===== config.mk =====
export PLATFORM = sky130hd
export DESIGN_NAME = rot90_ctrl
export DESIGN_NICKNAME = d
export VERILOG_FILES = /design/src/hdl/assert_macros.svh /design/src/hdl/rot90_pkg.sv /design/src/hdl/rot90_ctrl.sv
export SDC_FILE = /design/constraint.sdc
export NUM_CORES = 1
export LEC_CHECK = 0
export BUFFER_PORTS_ARGS = -buffer_cell sky130_fd_sc_hd__buf_2
export CAP_MARGIN = 20
export CORE_MARGIN = 2
export CORE_UTILIZATION = 35
export DETAILED_ROUTE_END_ITERATION = 7
export SYNTH_ARGS = -nofsm -noshare
export SYNTH_HDL_FRONTEND = slang
export SYNTH_SLANG_ARGS = --single-unit

===== constraint.sdc =====
create_clock -name clk -period 4.89 [get_ports clk]
set_input_delay 0.7335 -clock clk [delete_from_list [all_inputs] [get_ports clk]]
set_output_delay 0.7335 -clock clk [all_outputs]
set_load 0.01 [all_outputs]

===== src/hdl/assert_macros.svh =====
// assertion helpers included by the rotate core
`ifndef ASSERT_MACROS_SVH
`define ASSERT_MACROS_SVH

// property checked on every rising edge outside reset
`define ASSERT_CLK(label, clk, rst_n, prop, msg) \
  label: assert property (@(posedge clk) disable iff (!rst_n) (prop)) else $error(msg);

// condition that must never hold outside reset
`define ASSERT_NEVER(label, clk, rst_n, cond, msg) \
  label: assert property (@(posedge clk) disable iff (!rst_n) !(cond)) else $error(msg);

`endif


===== src/hdl/rot90_pkg.sv =====
package rot90_pkg;

  localparam int REG_W     = 8;
  localparam int CFG_IDX_W = 2;
  localparam int CHAN_W    = 8;

  localparam logic [CFG_IDX_W-1:0] CFG_IDX_ROWS = 2'd0;
  localparam logic [CFG_IDX_W-1:0] CFG_IDX_COLS = 2'd1;

  localparam logic [REG_W-1:0] DIM_RESET = 8'd128;

  localparam logic REQ_LOAD  = 1'b0;
  localparam logic REQ_FETCH = 1'b1;

  typedef struct packed {
    logic              req_type;
    logic [CHAN_W-1:0] red_in;
    logic [CHAN_W-1:0] green_in;
    logic [CHAN_W-1:0] blue_in;
  } in_word_t;

  typedef struct packed {
    logic [CHAN_W-1:0] red_out;
    logic [CHAN_W-1:0] green_out;
    logic [CHAN_W-1:0] blue_out;
    logic              row_end;
    logic              frame_last;
    logic              valid_res;
  } out_word_t;

  // per-item command from the address sequencer
  typedef struct packed {
    logic wr_en;
    logic rd_en;
    logic res_en;
    logic res_valid;
    logic row_end;
    logic frame_last;
  } item_cmd_t;

endpackage


===== src/hdl/rot90_ctrl.sv =====
module rot90_ctrl #(
  parameter int MAX_ROWS = 128,
  parameter int MAX_COLS = 128
) (
  input  logic                                 clk,
  input  logic                                 rst_n,
  input  logic                                 cfg_wr_en,
  input  logic [rot90_pkg::CFG_IDX_W-1:0]      cfg_index,
  input  logic [rot90_pkg::REG_W-1:0]          cfg_data,
  input  logic                                 acc,
  input  logic                                 req_type,
  output rot90_pkg::item_cmd_t                 cmd,
  output logic [(MAX_ROWS * MAX_COLS > 1 ? $clog2(MAX_ROWS * MAX_COLS) : 1)-1:0] wr_addr,
  output logic [(MAX_ROWS * MAX_COLS > 1 ? $clog2(MAX_ROWS * MAX_COLS) : 1)-1:0] rd_addr
);

  localparam int DEPTH    = MAX_ROWS * MAX_COLS;
  localparam int AW       = DEPTH > 1 ? $clog2(DEPTH) : 1;
  localparam int RW       = MAX_ROWS > 1 ? $clog2(MAX_ROWS) : 1;
  localparam int CW       = MAX_COLS > 1 ? $clog2(MAX_COLS) : 1;
  localparam int ROWS_CAP = MAX_ROWS < 255 ? MAX_ROWS : 255;
  localparam int COLS_CAP = MAX_COLS < 255 ? MAX_COLS : 255;
  localparam int REG_W    = rot90_pkg::REG_W;

  logic [REG_W-1:0] rows_r, rows_nxt;
  logic [REG_W-1:0] cols_r, cols_nxt;
  logic [RW-1:0]    wr_row_r, wr_row_nxt;
  logic [CW-1:0]    wr_col_r, wr_col_nxt;
  logic [AW-1:0]    wr_addr_r, wr_addr_nxt;
  logic [AW-1:0]    base_r, base_nxt;
  logic [RW-1:0]    rd_row_r, rd_row_nxt;
  logic [CW-1:0]    rd_col_r, rd_col_nxt;
  logic [AW-1:0]    rd_addr_r, rd_addr_nxt;
  logic             ready_r, ready_nxt;

  logic [REG_W-1:0] rows_c, cols_c;
  logic [RW-1:0]    rows_m1;
  logic [CW-1:0]    cols_m1;
  logic             load, fetch;
  logic             wr_last_col, wr_last, wr_base;
  logic [AW-1:0]    base_sel;
  logic             rd_end, rd_last;

  // geometry: zero counts as one, saturate at the store size
  always_comb begin
    if (rows_r == '0) begin
      rows_c = REG_W'(1);
    end else if (int'(rows_r) > ROWS_CAP) begin
      rows_c = REG_W'(ROWS_CAP);
    end else begin
      rows_c = rows_r;
    end
    if (cols_r == '0) begin
      cols_c = REG_W'(1);
    end else if (int'(cols_r) > COLS_CAP) begin
      cols_c = REG_W'(COLS_CAP);
    end else begin
      cols_c = cols_r;
    end
  end

  assign rows_m1 = RW'(rows_c - REG_W'(1));
  assign cols_m1 = CW'(cols_c - REG_W'(1));

  assign load  = acc && (req_type == rot90_pkg::REQ_LOAD);
  assign fetch = acc && (req_type == rot90_pkg::REQ_FETCH);

  assign wr_last_col = (wr_col_r == cols_m1);
  assign wr_last     = wr_last_col && (wr_row_r == rows_m1);
  // start of the bottom source row; output row i begins i pixels along it
  assign wr_base     = (wr_col_r == '0) && (wr_row_r == rows_m1);
  assign base_sel    = wr_base ? wr_addr_r : base_r;

  assign rd_end  = (rd_row_r == rows_m1);
  assign rd_last = rd_end && (rd_col_r == cols_m1);

  always_comb begin
    rows_nxt    = rows_r;
    cols_nxt    = cols_r;
    wr_row_nxt  = wr_row_r;
    wr_col_nxt  = wr_col_r;
    wr_addr_nxt = wr_addr_r;
    base_nxt    = base_r;
    rd_row_nxt  = rd_row_r;
    rd_col_nxt  = rd_col_r;
    rd_addr_nxt = rd_addr_r;
    ready_nxt   = ready_r;
    priority if (cfg_wr_en && ((cfg_index == rot90_pkg::CFG_IDX_ROWS) ||
                               (cfg_index == rot90_pkg::CFG_IDX_COLS))) begin
      if (cfg_index == rot90_pkg::CFG_IDX_ROWS) begin
        rows_nxt = cfg_data;
      end else begin
        cols_nxt = cfg_data;
      end
      wr_row_nxt  = '0;
      wr_col_nxt  = '0;
      wr_addr_nxt = '0;
      rd_row_nxt  = '0;
      rd_col_nxt  = '0;
      ready_nxt   = 1'b0;
    end else if (load) begin
      base_nxt = base_sel;
      if (wr_addr_r == '0) begin
        ready_nxt = 1'b0;
      end
      if (wr_last) begin
        wr_row_nxt  = '0;
        wr_col_nxt  = '0;
        wr_addr_nxt = '0;
        ready_nxt   = 1'b1;
        rd_row_nxt  = '0;
        rd_col_nxt  = '0;
        rd_addr_nxt = base_sel;
      end else begin
        wr_addr_nxt = wr_addr_r + AW'(1);
        if (wr_last_col) begin
          wr_col_nxt = '0;
          wr_row_nxt = wr_row_r + RW'(1);
        end else begin
          wr_col_nxt = wr_col_r + CW'(1);
        end
      end
    end else if (fetch && ready_r) begin
      if (rd_last) begin
        rd_row_nxt  = '0;
        rd_col_nxt  = '0;
        rd_addr_nxt = base_r;
      end else if (rd_end) begin
        rd_row_nxt  = '0;
        rd_col_nxt  = rd_col_r + CW'(1);
        rd_addr_nxt = base_r + AW'(rd_col_r) + AW'(1);
      end else begin
        rd_row_nxt  = rd_row_r + RW'(1);
        rd_addr_nxt = rd_addr_r - AW'(cols_c);
      end
    end else begin
      ready_nxt = ready_r;
    end
  end

  always_ff @(posedge clk) begin
    if (!rst_n) begin
      rows_r    <= rot90_pkg::DIM_RESET;
      cols_r    <= rot90_pkg::DIM_RESET;
      wr_row_r  <= '0;
      wr_col_r  <= '0;
      wr_addr_r <= '0;
      rd_row_r  <= '0;
      rd_col_r  <= '0;
      ready_r   <= 1'b0;
    end else begin
      rows_r    <= rows_nxt;
      cols_r    <= cols_nxt;
      wr_row_r  <= wr_row_nxt;
      wr_col_r  <= wr_col_nxt;
      wr_addr_r <= wr_addr_nxt;
      rd_row_r  <= rd_row_nxt;
      rd_col_r  <= rd_col_nxt;
      ready_r   <= ready_nxt;
    end
  end

  always_ff @(posedge clk) begin
    base_r    <= base_nxt;
    rd_addr_r <= rd_addr_nxt;
  end

  always_comb begin
    cmd.wr_en      = load;
    cmd.rd_en      = fetch && ready_r;
    cmd.res_en     = fetch;
    cmd.res_valid  = ready_r;
    cmd.row_end    = ready_r && rd_end;
    cmd.frame_last = ready_r && rd_last;
  end

  assign wr_addr = wr_addr_r;
  assign rd_addr = rd_addr_r;

endmodule


==> impl_metrics.py <==
metrics = {
    "clock_tree": {
        "cts.sinks": 87,
        "clockBufferDepth": 2,
        "clk_latency_ns": 0.35,
        "postCtsSetupBuffers": 0,
        "cts_hold_buffers": 0,
        "cts_tree": "built",
        "cts_root_buf": "clkbuf_16",
        "clk_pin_slew_ns": 0.06,
        "cts_inserted_buffers": 9,
        "post_cts_resized": 0,
        "htree_levels": 3,
    },
    "floorplan": {
        "ios": 49,
        "rows": 46,
        "die_y_um": 132,
        "initial_core_util_pct": 35.9,
        "die_area_um2": 17400,
        "die_x_um": 132,
        "core-area_um2": 15900,
    },
    "global_routing": {
        "grt_first_pass_wirelength_mm": 23.8,
        "grt_pass1_vias": 4585,
        "grt_max_degree": 23,
        "track_usage_pct": 16.8,
        "antenna_found_initial": 0,
        "grt_overflow": 0,
    },
    "power": {
        "ir_drop_v": 0.000139,
        "powerDensity_nw_per_um2": 245,
        "power_leakage_uw": 0.00242,
        "p_total_uw": 1580,
    },
    "timing": {
        "min_period_over_period_pct": 92.7,
        "setup_tns_ns": 0,
        "clock_skew_ns": 0.00721,
        "grt_setup_unrepaired": "false",
        "fin_crit_ns": 4.54,
        "layout_setup_ws_ns": 0.355,
        "relSlewSlack_pct": 44.7,
        "worst_pin_slew_ns": 0.827,
        "hold_violations": 0,
        "slew_viol_final": 0,
        "max_freq_mhz": 220,
        "setup_viol": 0,
        "holdWs_ns": 0.507,
    },
    "cells_and_area": {
        "drive_above_1_share_pct": 14.9,
        "design_area_um2": 6450,
        "finalNetCount": 729,
        "num_antenna_cells": 0,
        "syn_to_final_growth_pct": 12.7,
        "final_cell_mix": "dfxtp_1, nand2_1, nor2_1",
        "layout_commonest_cell": "dfxtp_1",
    },
    "drt": {
        "drt-pass1-iter-count": 4,
        "drtIter0Drc": 426,
        "wirelength_mm": 14.8,
        "ant_nets": 0,
        "vias": 4870,
        "wl_per_cell_um": 16.3,
        "drc": 0,
        "viasPerCell": 5.36,
    },
    "synthesis": {
        "seq_area_frac_synth_pct": 35.3,
        "synth_area_leaders": "dfxtp_1, edfxtp_1, xnor2_1",
        "synth_top_area_cell": "dfxtp_1",
        "synth-edff-count": 28,
        "syn_nets": 684,
        "ys.warnings.count": 0,
        "synth_top_area_share_pct": 20.6,
        "async_flop_share_pct": 0,
        "synthCells": 643,
        "synth_area_um2": 5720,
        "yosysUniqueCellTypes": 69,
        "syn_area_per_cell_um2": 8.90,
        "ys_ff_latch": 87,
        "ys.flop_type": "dfxtp_1",
    },
    "setup_path": {
        "required_ns": 4.16,
        "crit_fanout": 13,
        "cp-end-kind": "primary output",
        "worstSetupPathType": "flop to primary output",
        "crit_arrival_ns": 3.80,
        "worstSetupStartpointType": "flop",
    },
    "place": {
        "postPlaceCellArea_um2": 6160,
        "hpwl_mm": 11.4,
        "routabilityCongestion": 0.828,
        "pre_cts_ws_ns": 0.461,
        "portBuffers": 48,
    },
    "worst_hold_path": {
        "holdCritPathClass": "flop to flop",
    },
    "outcome": {
        "status": "completed",
    },
    "job": {
        "maxCapViolations": 0,
    },
}
## power breakdown
part / switching (µW) / total [µW] / leakage [µW] / internal (µW)
Combinational: 86.2 / 146 / 0.00155 / 60.0
Clock: 301 / 663 / 0.000137 / 362
Sequential: 14.6 / 770 / 0.000733 / 755
Total: 402 / 1580 / 0.00242 / 1180
## flip-flops by register name, summed over array words and instances, names as in the netlist
signal and cells:
rd_addr 14, rows_r 8, wr_row_r 7, wr_col_r 7, rd_col_r 7, cols_r 8, wr_addr 14, ready_r 1
base_r 14, rd_row_r 7
## per-layer routing
metal | track usage [%] | up-vias | share of wire, %
met5 | 0 | - | 0
met4 | 5.37 | 0 | 1.9
met3 | 2.85 | 18 | 3.9
met2 | 26.2 | 115 | 45
met1 | 23.8 | 2308 | 49
li1 | - | 2429 | -
## per-stage QoR
stage               utilization (%)  instances
floorplan                         -        643
global placement               38.6        892
detailed placement             38.6        892
CTS                            40.4        908
global route                   40.5        909
finish                         40.5        909
## worst paths after layout
check	slack, ns	startpoint	end	cells after the start
max	0.35	cols_r[7]	cmd[0]	10
min	0.51	wr_col_r[1]	wr_col_r[1]	2
max reg2reg	0.37	cols_r[7]	rd_addr[5]	11
min reg2reg	0.51	wr_col_r[1]	wr_col_r[1]	2
## Yosys cell counts (4+ instances only)
| master | number |
|---|---|
| nor4_2 | 4 |
| a21o_1 | 5 |
| a21oi_1 | 34 |
| and3_1 | 11 |
| xnor2_1 | 36 |
| buf_4 | 5 |
| a22oi_1 | 6 |
| nand2b_1 | 8 |
| buf_1 | 4 |
| mux2_2 | 13 |
| edfxtp_1 | 28 |
| nand3_1 | 30 |
| nor3_1 | 23 |
| clkbuf_1 | 8 |
| a211o_1 | 4 |
| or4_1 | 8 |
| nor2b_1 | 15 |
| o21ai_0 | 28 |
| nand4_1 | 12 |
| mux2i_1 | 16 |
| inv_1 | 26 |
| a211oi_1 | 8 |
| nand2_1 | 54 |
| dfxtp_1 | 59 |
| ha_1 | 24 |
| xor2_1 | 24 |
| o211ai_1 | 4 |
| o21bai_1 | 4 |
| or3_1 | 12 |
| nor2_1 | 49 |
| nor4_1 | 9 |
| a21boi_0 | 8 |
| and2_1 | 8 |
## cell families (layout without fill, tap and decap cells)
logic type | after synthesis | count (layout) | synth area share, %
AND/OR/NAND/NOR | 263 | 263 | 24.6
AO/OA/AOI/OAI | 128 | 128 | 15.2
flip-flops | 87 | 87 | 35.3
XOR/XNOR | 61 | 61 | 9.58
buffers and inverters | 49 | 99 | 4.00
multiplexers | 29 | 29 | 5.36
adder cells (fa/ha/maj) | 26 | 26 | 5.95
## cell type report
| class | count | area [µm²] |
|---|---|---|
| clock buffer | 11 | 243 |
| multi-input combinational | 507 | 3470 |
| tap | 216 | 270 |
| inverter | 26 | 97.6 |
| fill | 1617 | 9490 |
| timing repair buffer | 57 | 308 |
| clock inverter | 5 | 38.8 |
| sequential | 87 | 2020 |
## critical path, cell delays in order (launching register included)
cell	delay (ns)
dfxtp_1	0.60
inv_1	0.16
a22oi_1	0.47
ha_1	0.33
nor3b_1	0.38
and3_1	0.29
or3_1	0.13
a21oi_1	0.10
nor3_1	0.63
and3_1	0.25
buf_2	0.13
(Power assumes the default switching activity.)
